$ cat config.mk
export PLATFORM = sky130hd
export DESIGN_NAME = block_buffer_cache_getblk
export DESIGN_NICKNAME = d
export VERILOG_FILES = /design/src/bbcg_pkg.sv /design/src/bbcg_mod.sv /design/src/block_buffer_cache_getblk.sv
export SDC_FILE = /design/constraint.sdc
export NUM_CORES = 2
export LEC_CHECK = 0
export BUFFER_PORTS_ARGS = -buffer_cell sky130_fd_sc_hd__buf_2
export CAP_MARGIN = 0
export CORE_MARGIN = 10
export CORE_UTILIZATION = 45
export CTS_BUF_LIST = sky130_fd_sc_hd__clkbuf_2
export DETAILED_ROUTE_END_ITERATION = 10
export SETUP_SLACK_MARGIN = 0.2
export SLEW_MARGIN = 20
export SYNTH_ARGS = -nofsm -noshare
export SYNTH_HDL_FRONTEND = slang
export SYNTH_HIERARCHICAL = 1
export SYNTH_SLANG_ARGS = --single-unit
$ cat constraint.sdc
create_clock -name clk -period 28 [get_ports clk]
set_input_delay 5.6 -clock clk [delete_from_list [all_inputs] [get_ports clk]]
set_output_delay 5.6 -clock clk [all_outputs]
set_load 0.05 [all_outputs]
$ cat src/bbcg_pkg.sv
// Shared constants for the block buffer cache: result codes, buffer status
// codes, field widths and parameter defaults. No dependencies.
package bbcg_pkg;

    localparam int NUM_BUFFERS_DEF  = 64;
    localparam int HASH_BUCKETS_DEF = 4;

    localparam int DEV_W = 8;
    localparam int BLK_W = 32;
    localparam int IDX_W = 6;

    localparam logic [2:0] RES_HIT      = 3'd0;
    localparam logic [2:0] RES_MISS     = 3'd1;
    localparam logic [2:0] RES_BUSY     = 3'd2;
    localparam logic [2:0] RES_NONE     = 3'd3;
    localparam logic [2:0] RES_FLUSH    = 3'd4;
    localparam logic [2:0] RES_RELEASED = 3'd5;

    localparam logic [1:0] ST_INVALID = 2'd0;
    localparam logic [1:0] ST_VALID   = 2'd1;
    localparam logic [1:0] ST_DIRTY   = 2'd2;
    localparam logic [1:0] ST_BUSY    = 2'd3;

    localparam logic KIND_GET     = 1'b0;
    localparam logic KIND_RELEASE = 1'b1;

endpackage

$ cat src/bbcg_mod.sv
// Remainder of a block number by the bucket count through a reciprocal multiplication,
// with the dividend, product and remainder registered in turn. Depends on bbcg_pkg.
module bbcg_mod #(
    parameter int HASH_BUCKETS = bbcg_pkg::HASH_BUCKETS_DEF,
    parameter int HW           = 1
) (
    input  logic                      clk,
    input  logic                      rst_n,
    input  logic                      start,
    input  logic [bbcg_pkg::BLK_W-1:0] dividend,
    output logic                      done,
    output logic [HW-1:0]             rem
);

    localparam int BW = bbcg_pkg::BLK_W;
    localparam int PW = 2 * BW + 1;
    localparam int SH = (HASH_BUCKETS > 1) ? $clog2(HASH_BUCKETS) : 0;
    // ceil(2^(BW+SH) / HASH_BUCKETS) gives an exact quotient for every BW-bit dividend
    localparam logic [BW:0] RECIP = (BW+1)'(((64'd1 << (BW + SH)) + 64'(HASH_BUCKETS)
                                             - 64'd1) / 64'(HASH_BUCKETS));

    logic [BW-1:0] div_reg;
    logic [PW-1:0] prod_reg;
    logic [HW-1:0] rem_reg;
    logic          v1_reg;
    logic          v2_reg;
    logic          done_reg;
    logic [BW-1:0] quot;
    logic [BW-1:0] qmul;
    logic [HW-1:0] rem_next;

    always_comb
    begin
        quot     = BW'(prod_reg >> (BW + SH));
        qmul     = quot * BW'(HASH_BUCKETS);
        rem_next = div_reg[HW-1:0] - qmul[HW-1:0];
    end

    always_ff @(posedge clk or negedge rst_n)
    begin
        if (!rst_n)
        begin
            v1_reg   <= 1'b0;
            v2_reg   <= 1'b0;
            done_reg <= 1'b0;
        end
        else
        begin
            v1_reg   <= start;
            v2_reg   <= v1_reg;
            done_reg <= v2_reg;
        end
    end

    always_ff @(posedge clk)
    begin
        if (start)
            div_reg <= dividend;
        prod_reg <= PW'(div_reg) * PW'(RECIP);
        if (v2_reg)
            rem_reg <= rem_next;
    end

    assign done = done_reg;
    assign rem  = rem_reg;

endmodule

$ cat src/block_buffer_cache_getblk.sv
// Block buffer cache top level: buffer record memory, bucket head memory,
// free list head and count, and the sequencer. Depends on bbcg_pkg, bbcg_mod.

// One item at a time. After reset a clearing pass initializes both memories
// before the first beat is taken. A release with an out-of-range index goes
// straight to the result; one whose buffer is not busy or whose free list was
// empty goes to the result after the busy check, and any other first links the
// buffer into the free list between the head and its predecessor. A get
// computes the bucket remainder (reciprocal multiplication), reads the bucket
// head and walks the hash chain with one read of the record memory and one
// compare per entry visited; unless the buffer is busy or the free list is
// empty, it then unlinks the buffer from the free list, retags a clean victim
// and registers the result. A clean victim that was hashed adds a second
// remainder, a bucket read and a second chain walk to unhash it. The next input
// beat is taken once the result beat is registered, and a result beat that is
// still waiting holds the block.
module block_buffer_cache_getblk #(
    parameter int NUM_BUFFERS  = bbcg_pkg::NUM_BUFFERS_DEF,
    parameter int HASH_BUCKETS = bbcg_pkg::HASH_BUCKETS_DEF
) (
    input  logic                        clk,
    input  logic                        rst_n,
    input  logic                        in_valid,
    output logic                        in_stall,
    input  logic                        kind,
    input  logic [bbcg_pkg::DEV_W-1:0]  device_number,
    input  logic [bbcg_pkg::BLK_W-1:0]  block_number,
    input  logic [bbcg_pkg::IDX_W-1:0]  buffer_index,
    input  logic [1:0]                  release_status,
    output logic                        out_valid,
    input  logic                        out_stall,
    output logic [2:0]                  result_code,
    output logic [bbcg_pkg::IDX_W-1:0]  granted_buffer,
    output logic                        contents_valid,
    output logic [bbcg_pkg::DEV_W-1:0]  victim_device,
    output logic [bbcg_pkg::BLK_W-1:0]  victim_block
);

    localparam int IW   = $clog2(NUM_BUFFERS);
    localparam int LW   = IW + 1;
    localparam int HW   = (HASH_BUCKETS > 1) ? $clog2(HASH_BUCKETS) : 1;
    localparam int MAXN = (NUM_BUFFERS > HASH_BUCKETS) ? NUM_BUFFERS : HASH_BUCKETS;
    localparam int CW   = $clog2(MAXN) + 1;
    localparam logic [LW-1:0] NONE = LW'(NUM_BUFFERS);

    typedef struct packed {
        logic [bbcg_pkg::DEV_W-1:0] dev;
        logic [bbcg_pkg::BLK_W-1:0] blk;
        logic                       present;
        logic [1:0]                 st;
        logic [IW-1:0]              fnext;
        logic [IW-1:0]              fprev;
        logic [LW-1:0]              cnext;
    } ent_t;

    typedef enum logic [4:0] {
        S_CLEAR, S_IDLE, S_MODW, S_BKT, S_WALK, S_WCHK, S_VRD,
        S_ULK, S_UWP, S_URN, S_UWN, S_POST, S_UMOD, S_UBKT, S_UWALK, S_UCHK,
        S_RB, S_RBW, S_RCHK, S_RF, S_RT, S_RF2, S_RWF, S_RWB, S_OUT
    } state_t;

    state_t                     state_reg;
    logic [CW-1:0]              clr_reg;
    logic [LW-1:0]              free_first_reg;
    logic [LW-1:0]              free_count_reg;
    logic [LW-1:0]              cur_reg;
    logic [LW-1:0]              steps_reg;
    logic [IW-1:0]              b_reg;
    logic [IW-1:0]              t_reg;
    logic [HW-1:0]              key_reg;
    logic [HW-1:0]              ukey_reg;
    logic                       op_hit_reg;
    logic [1:0]                 ns_reg;
    ent_t                       tgt_reg;
    logic [bbcg_pkg::DEV_W-1:0] dev_reg;
    logic [bbcg_pkg::BLK_W-1:0] blk_reg;

    logic [2:0]                 res_code_reg;
    logic [bbcg_pkg::IDX_W-1:0] res_grant_reg;
    logic                       res_valid_reg;
    logic [bbcg_pkg::DEV_W-1:0] res_vdev_reg;
    logic [bbcg_pkg::BLK_W-1:0] res_vblk_reg;

    logic                       out_valid_reg;
    logic [2:0]                 out_code_reg;
    logic [bbcg_pkg::IDX_W-1:0] out_grant_reg;
    logic                       out_cv_reg;
    logic [bbcg_pkg::DEV_W-1:0] out_vdev_reg;
    logic [bbcg_pkg::BLK_W-1:0] out_vblk_reg;

    ent_t                       ent_mem [NUM_BUFFERS];
    logic [LW-1:0]              bkt_mem [HASH_BUCKETS];
    ent_t                       ent_rdata_reg;
    logic [LW-1:0]              bkt_rdata_reg;

    logic                       ent_we;
    logic [IW-1:0]              ent_waddr;
    ent_t                       ent_wdata;
    logic [IW-1:0]              ent_raddr;
    logic                       bkt_we;
    logic [HW-1:0]              bkt_waddr;
    logic [LW-1:0]              bkt_wdata;
    logic [HW-1:0]              bkt_raddr;

    logic                       mod_start;
    logic [bbcg_pkg::BLK_W-1:0] mod_dividend;
    logic                       mod_done;
    logic [HW-1:0]              mod_rem;

    logic                       accept;
    logic                       idx_in_range;
    logic [IW-1:0]              idx_addr;
    logic [1:0]                 in_ns;
    logic                       list_empty;
    logic                       walk_go;
    logic                       tag_match;
    logic                       out_free;
    ent_t                       init_ent;
    ent_t                       rel_ent;

    assign accept       = in_valid && (state_reg == S_IDLE);
    assign in_stall     = (state_reg != S_IDLE);
    assign idx_in_range = (32'(buffer_index) < 32'(NUM_BUFFERS));
    assign idx_addr     = IW'(32'(buffer_index));
    assign in_ns        = (release_status == 2'd3) ? bbcg_pkg::ST_INVALID : release_status;
    assign list_empty   = (free_count_reg == '0) || (free_first_reg >= NONE);
    assign walk_go      = (cur_reg < NONE) && (steps_reg < NONE);
    assign tag_match    = ent_rdata_reg.present && (ent_rdata_reg.dev == dev_reg)
                          && (ent_rdata_reg.blk == blk_reg);
    assign out_free     = !out_valid_reg || !out_stall;

    assign mod_start    = (accept && (kind == bbcg_pkg::KIND_GET))
                          || ((state_reg == S_POST) && !op_hit_reg
                              && (tgt_reg.st != bbcg_pkg::ST_DIRTY) && tgt_reg.present);
    assign mod_dividend = (state_reg == S_IDLE) ? block_number : tgt_reg.blk;

    bbcg_mod #(
        .HASH_BUCKETS(HASH_BUCKETS),
        .HW          (HW)
    ) u_mod (
        .clk     (clk),
        .rst_n   (rst_n),
        .start   (mod_start),
        .dividend(mod_dividend),
        .done    (mod_done),
        .rem     (mod_rem)
    );

    always_comb
    begin
        init_ent         = '0;
        init_ent.cnext   = NONE;
        init_ent.fnext   = (clr_reg == CW'(NUM_BUFFERS - 1)) ? '0 : IW'(clr_reg + CW'(1));
        init_ent.fprev   = (clr_reg == '0) ? IW'(NUM_BUFFERS - 1) : IW'(clr_reg - CW'(1));
    end

    always_comb
    begin
        rel_ent    = ent_rdata_reg;
        rel_ent.st = ns_reg;
    end

    // memory port control
    always_comb
    begin
        ent_we    = 1'b0;
        ent_waddr = b_reg;
        ent_wdata = ent_rdata_reg;
        ent_raddr = b_reg;
        bkt_we    = 1'b0;
        bkt_waddr = key_reg;
        bkt_wdata = NONE;
        bkt_raddr = key_reg;
        unique case (state_reg)
            S_CLEAR:
            begin
                ent_we    = (clr_reg < CW'(NUM_BUFFERS));
                ent_waddr = IW'(clr_reg);
                ent_wdata = init_ent;
                bkt_we    = (clr_reg < CW'(HASH_BUCKETS));
                bkt_waddr = HW'(clr_reg);
            end
            S_IDLE:  ent_raddr = idx_addr;
            S_MODW:  bkt_raddr = mod_rem;
            S_WALK:  ent_raddr = walk_go ? IW'(cur_reg) : IW'(free_first_reg);
            S_ULK:   ent_raddr = tgt_reg.fprev;
            S_UWP:
            begin
                ent_we          = 1'b1;
                ent_waddr       = tgt_reg.fprev;
                ent_wdata.fnext = tgt_reg.fnext;
            end
            S_URN:   ent_raddr = tgt_reg.fnext;
            S_UWN:
            begin
                ent_we          = 1'b1;
                ent_waddr       = tgt_reg.fnext;
                ent_wdata.fprev = tgt_reg.fprev;
            end
            S_POST:
            begin
                ent_we       = op_hit_reg || (tgt_reg.st == bbcg_pkg::ST_DIRTY);
                ent_wdata    = tgt_reg;
                ent_wdata.st = bbcg_pkg::ST_BUSY;
            end
            S_UMOD:  bkt_raddr = mod_rem;
            S_UBKT:
            begin
                bkt_we    = (bkt_rdata_reg == {1'b0, b_reg});
                bkt_waddr = ukey_reg;
                bkt_wdata = tgt_reg.cnext;
            end
            S_UWALK: ent_raddr = IW'(cur_reg);
            S_UCHK:
            begin
                ent_we          = (ent_rdata_reg.cnext == {1'b0, b_reg});
                ent_waddr       = IW'(cur_reg);
                ent_wdata.cnext = tgt_reg.cnext;
            end
            S_RB:    bkt_raddr = key_reg;
            S_RBW:
            begin
                ent_we            = 1'b1;
                ent_wdata         = tgt_reg;
                ent_wdata.dev     = dev_reg;
                ent_wdata.blk     = blk_reg;
                ent_wdata.present = 1'b1;
                ent_wdata.st      = bbcg_pkg::ST_BUSY;
                ent_wdata.cnext   = bkt_rdata_reg;
                bkt_we            = 1'b1;
                bkt_wdata         = {1'b0, b_reg};
            end
            S_RCHK:
            begin
                ent_raddr       = IW'(free_first_reg);
                ent_we          = (ent_rdata_reg.st == bbcg_pkg::ST_BUSY) && list_empty;
                ent_wdata.st    = ns_reg;
                ent_wdata.fnext = b_reg;
                ent_wdata.fprev = b_reg;
            end
            S_RF:    ent_raddr = ent_rdata_reg.fprev;
            S_RT:
            begin
                ent_we          = 1'b1;
                ent_waddr       = t_reg;
                ent_wdata.fnext = b_reg;
            end
            S_RF2:   ent_raddr = IW'(free_first_reg);
            S_RWF:
            begin
                ent_we          = 1'b1;
                ent_waddr       = IW'(free_first_reg);
                ent_wdata.fprev = b_reg;
            end
            S_RWB:
            begin
                ent_we          = 1'b1;
                ent_wdata       = tgt_reg;
                ent_wdata.fprev = t_reg;
                ent_wdata.fnext = IW'(free_first_reg);
            end
            default: ;
        endcase
    end

    always_ff @(posedge clk)
    begin
        if (ent_we)
            ent_mem[ent_waddr] <= ent_wdata;
        ent_rdata_reg <= ent_mem[ent_raddr];
    end

    always_ff @(posedge clk)
    begin
        if (bkt_we)
            bkt_mem[bkt_waddr] <= bkt_wdata;
        bkt_rdata_reg <= bkt_mem[bkt_raddr];
    end

    // sequencer, free list head and count, output register
    always_ff @(posedge clk or negedge rst_n)
    begin
        if (!rst_n)
        begin
            state_reg      <= S_CLEAR;
            clr_reg        <= '0;
            free_first_reg <= '0;
            free_count_reg <= LW'(NUM_BUFFERS);
            out_valid_reg  <= 1'b0;
        end
        else
        begin
            if (out_valid_reg && !out_stall && (state_reg != S_OUT))
                out_valid_reg <= 1'b0;
            unique case (state_reg)
                S_CLEAR:
                begin
                    clr_reg <= clr_reg + CW'(1);
                    if (clr_reg == CW'(MAXN - 1))
                        state_reg <= S_IDLE;
                end
                S_IDLE:
                begin
                    if (accept)
                    begin
                        dev_reg       <= device_number;
                        blk_reg       <= block_number;
                        b_reg         <= idx_addr;
                        ns_reg        <= in_ns;
                        res_valid_reg <= 1'b0;
                        res_vdev_reg  <= '0;
                        res_vblk_reg  <= '0;
                        if (kind == bbcg_pkg::KIND_GET)
                        begin
                            res_code_reg  <= bbcg_pkg::RES_HIT;
                            res_grant_reg <= '0;
                            state_reg     <= S_MODW;
                        end
                        else
                        begin
                            res_code_reg  <= bbcg_pkg::RES_RELEASED;
                            res_grant_reg <= buffer_index;
                            state_reg     <= idx_in_range ? S_RCHK : S_OUT;
                        end
                    end
                end
                S_MODW:
                begin
                    if (mod_done)
                    begin
                        key_reg   <= mod_rem;
                        state_reg <= S_BKT;
                    end
                end
                S_BKT:
                begin
                    cur_reg   <= bkt_rdata_reg;
                    steps_reg <= '0;
                    state_reg <= S_WALK;
                end
                S_WALK:
                begin
                    if (walk_go)
                        state_reg <= S_WCHK;
                    else if (list_empty)
                    begin
                        res_code_reg <= bbcg_pkg::RES_NONE;
                        state_reg    <= S_OUT;
                    end
                    else
                    begin
                        b_reg         <= IW'(free_first_reg);
                        res_grant_reg <= bbcg_pkg::IDX_W'(IW'(free_first_reg));
                        state_reg     <= S_VRD;
                    end
                end
                S_WCHK:
                begin
                    if (tag_match)
                    begin
                        b_reg         <= IW'(cur_reg);
                        tgt_reg       <= ent_rdata_reg;
                        res_grant_reg <= bbcg_pkg::IDX_W'(IW'(cur_reg));
                        if (ent_rdata_reg.st == bbcg_pkg::ST_BUSY)
                        begin
                            res_code_reg <= bbcg_pkg::RES_BUSY;
                            state_reg    <= S_OUT;
                        end
                        else
                        begin
                            res_code_reg  <= bbcg_pkg::RES_HIT;
                            res_valid_reg <= (ent_rdata_reg.st != bbcg_pkg::ST_INVALID);
                            op_hit_reg    <= 1'b1;
                            state_reg     <= S_ULK;
                        end
                    end
                    else
                    begin
                        cur_reg   <= ent_rdata_reg.cnext;
                        steps_reg <= steps_reg + LW'(1);
                        state_reg <= S_WALK;
                    end
                end
                S_VRD:
                begin
                    tgt_reg    <= ent_rdata_reg;
                    op_hit_reg <= 1'b0;
                    state_reg  <= S_ULK;
                end
                S_ULK:
                begin
                    if (free_count_reg <= LW'(1))
                    begin
                        free_first_reg <= NONE;
                        free_count_reg <= '0;
                        state_reg      <= S_POST;
                    end
                    else
                    begin
                        if (free_first_reg == {1'b0, b_reg})
                            free_first_reg <= {1'b0, tgt_reg.fnext};
                        free_count_reg <= free_count_reg - LW'(1);
                        state_reg      <= S_UWP;
                    end
                end
                S_UWP:   state_reg <= S_URN;
                S_URN:   state_reg <= S_UWN;
                S_UWN:   state_reg <= S_POST;
                S_POST:
                begin
                    if (op_hit_reg)
                        state_reg <= S_OUT;
                    else if (tgt_reg.st == bbcg_pkg::ST_DIRTY)
                    begin
                        res_code_reg <= bbcg_pkg::RES_FLUSH;
                        res_vdev_reg <= tgt_reg.dev;
                        res_vblk_reg <= tgt_reg.blk;
                        state_reg    <= S_OUT;
                    end
                    else
                    begin
                        res_code_reg <= bbcg_pkg::RES_MISS;
                        state_reg    <= tgt_reg.present ? S_UMOD : S_RB;
                    end
                end
                S_UMOD:
                begin
                    if (mod_done)
                    begin
                        ukey_reg  <= mod_rem;
                        state_reg <= S_UBKT;
                    end
                end
                S_UBKT:
                begin
                    cur_reg   <= bkt_rdata_reg;
                    steps_reg <= '0;
                    state_reg <= (bkt_rdata_reg == {1'b0, b_reg}) ? S_RB : S_UWALK;
                end
                S_UWALK: state_reg <= walk_go ? S_UCHK : S_RB;
                S_UCHK:
                begin
                    if (ent_rdata_reg.cnext == {1'b0, b_reg})
                        state_reg <= S_RB;
                    else
                    begin
                        cur_reg   <= ent_rdata_reg.cnext;
                        steps_reg <= steps_reg + LW'(1);
                        state_reg <= S_UWALK;
                    end
                end
                S_RB:    state_reg <= S_RBW;
                S_RBW:   state_reg <= S_OUT;
                S_RCHK:
                begin
                    if (ent_rdata_reg.st != bbcg_pkg::ST_BUSY)
                        state_reg <= S_OUT;
                    else
                    begin
                        res_valid_reg <= (ns_reg != bbcg_pkg::ST_INVALID);
                        tgt_reg       <= rel_ent;
                        if (list_empty)
                        begin
                            free_first_reg <= {1'b0, b_reg};
                            free_count_reg <= LW'(1);
                            state_reg      <= S_OUT;
                        end
                        else
                            state_reg <= S_RF;
                    end
                end
                S_RF:
                begin
                    t_reg     <= ent_rdata_reg.fprev;
                    state_reg <= S_RT;
                end
                S_RT:    state_reg <= S_RF2;
                S_RF2:   state_reg <= S_RWF;
                S_RWF:   state_reg <= S_RWB;
                S_RWB:
                begin
                    // invalid or dirty goes to the head, valid stays at the tail
                    if (ns_reg != bbcg_pkg::ST_VALID)
                        free_first_reg <= {1'b0, b_reg};
                    free_count_reg <= free_count_reg + LW'(1);
                    state_reg      <= S_OUT;
                end
                S_OUT:
                begin
                    if (out_free)
                    begin
                        out_valid_reg <= 1'b1;
                        out_code_reg  <= res_code_reg;
                        out_grant_reg <= res_grant_reg;
                        out_cv_reg    <= res_valid_reg;
                        out_vdev_reg  <= res_vdev_reg;
                        out_vblk_reg  <= res_vblk_reg;
                        state_reg     <= S_IDLE;
                    end
                end
                default: state_reg <= S_IDLE;
            endcase
        end
    end

    assign out_valid      = out_valid_reg;
    assign result_code    = out_code_reg;
    assign granted_buffer = out_grant_reg;
    assign contents_valid = out_cv_reg;
    assign victim_device  = out_vdev_reg;
    assign victim_block   = out_vblk_reg;

endmodule
==> out/qor.yml <==
p_total_mw: 24.93
cts_tree: "yes"
syn_inst: 12110
die_x_um: 634.7
tightest_slew_ns: 1.229
nNetsFinal: 13020
ios: 105
design.core.area_um2: 376100
antenna_found_initial: 24
slew_headroom: 0.1807
tns_ns: 0
die_h_um: 634.7
hold_class: "reg2reg"
numClockSinks: 4334
track_usage: 0.2867
drc_errors: 0
wl_per_cell_um: 31.54
pwr_density_cell_nw_per_um2: 133.1
crit_arrival_ns: 4.20
drive_above_1_share: 0.1703
htree_levels: 7
grt_pass1_vias: 110200
holdWs_ns: 0.3567
dieArea_um2: 402900
maxSlewViolCount: 0
max_freq_mhz: 102.0
fin_area_um2: 187300
synth_area_per_cell_um2: 14.05
placed_area_um2: 177500
syn_to_final_growth_pct: 10.12
viasPerCell: 6.185
post_cts_resized: 0
cts-buffers-inserted: 1157
syn_nets: 12170
ctsHoldBuffers: 0
final_cells: 18740
ant_nets: 0
crit_fanout: 31
wirelength_um: 591000
drt_iter0_drc: 17770
crit_end: "in_stall"
rr_worst_depth: 16
p_leak_nw: 65.79
grt_overflow: 0
max-cap-violations: 0
num_rows: 225
post-route-period-util: 0.3502
cts.clk_slew.worst_paths_ns: 0.11
reg2reg_from: "state_reg[4]"
startpoint_type: "register"
status: "complete, no violations"
end_kind: "output pin"
postCtsSetupBuffers: 0
utilization: 0.4979
largest_reg_flops: 3968
clockBufferDepth: 5
syn_area_um2: 170100
grt_max_degree: 177
clock_latency_ns: 2.38
dp_cells: 16790
crit_type: "reg2out"
hold_viol: 0
grt_pass1_wl_um: 820000
skew_ns: 0.3134
r2r_end: "ent_rdata_reg[38]"
critPathRequiredTime_ns: 22.40
setup_slack_ns: 18.20
worst-r2r-setup-slack_ns: 19.98
finalSetupViolations: 0
cts-root-buf: "clkbuf_2"
initial_core_util: 0.4521
peakVddDrop_v: 0.0001625
crit_start: "state_reg[4]"
fin_crit_ns: 9.805
dr.pass1.iters: 9
port_buffers: 104
dpl.hpwl_um: 311600
yosysWarnings: 6
place_ws_ns: 16.55
dr_total_vias: 115900
gp_congestion: 0.8909
rsz0062_at_grt: "no"
## per-layer routing
| layer | global-route usage | vias to the layer above | wire (um) | part of all wire |
|---|---|---|---|---|
| met1 | 0.3747 | 58060 | 217200 | 0.37 |
| met2 | 0.4463 | 8253 | 271700 | 0.46 |
| met3 | 0.07696 | 1666 | 73100 | 0.12 |
| li1 | - | 47900 | - | - |
| met4 | 0.1385 | 4 | 28950 | 0.049 |
| met5 | 0 | - | 28 | 0.000047 |
## layout by cell type (no fill, tap or decap), drive strengths merged, types with 77 or more instances in the layout
cell type	instances
nand2	3196
clkbuf	1619
o2111ai	176
mux2i	532
nand4	309
nor2	290
inv	90
clkinv	242
a32oi	345
edfxtp	4235
buf	454
and3	77
nand3	1387
## cell type report
cell class	instances	area, um^2
Antenna cell	42	105.1
Clock buffer	1619	8103
Clock inverter	282	1486
Fill cell	32600	188800
Inverter	66	247.7
Multi-Input combinational cell	6945	38310
Sequential cell	4334	129300
Tap cell	4994	6248
Timing Repair Buffer	454	3456
## worst min path at each step
stage / startpoint / to / slack [ns] / cells past startpoint
floorplan: u_mod/v1_reg / u_mod/v2_reg / 0.33 / 0
global placement: u_mod/v1_reg / u_mod/v2_reg / 0.33 / 0
detailed placement: u_mod/v1_reg / u_mod/v2_reg / 0.34 / 0
CTS: res_vdev_reg[5] / victim_device[5] / 0.36 / 0
global route: res_vblk_reg[13] / victim_block[13] / 0.37 / 0
finish: res_vblk_reg[13] / victim_block[13] / 0.36 / 0
## where the power goes
part,internal (mW),switching [mW],leakage (nW)
Clock,1.67,2.55,7.50
Sequential,8.96,0.280,39.4
Combinational,2.76,8.71,18.9
## worst max-delay path, stage by stage (launching register included)
cell     delay, ns
dfrtp_1       1.08
nor3_1        0.12
and2_1        0.29
inv_2         0.20
buf_2         0.30
(Power assumes the default switching activity.)
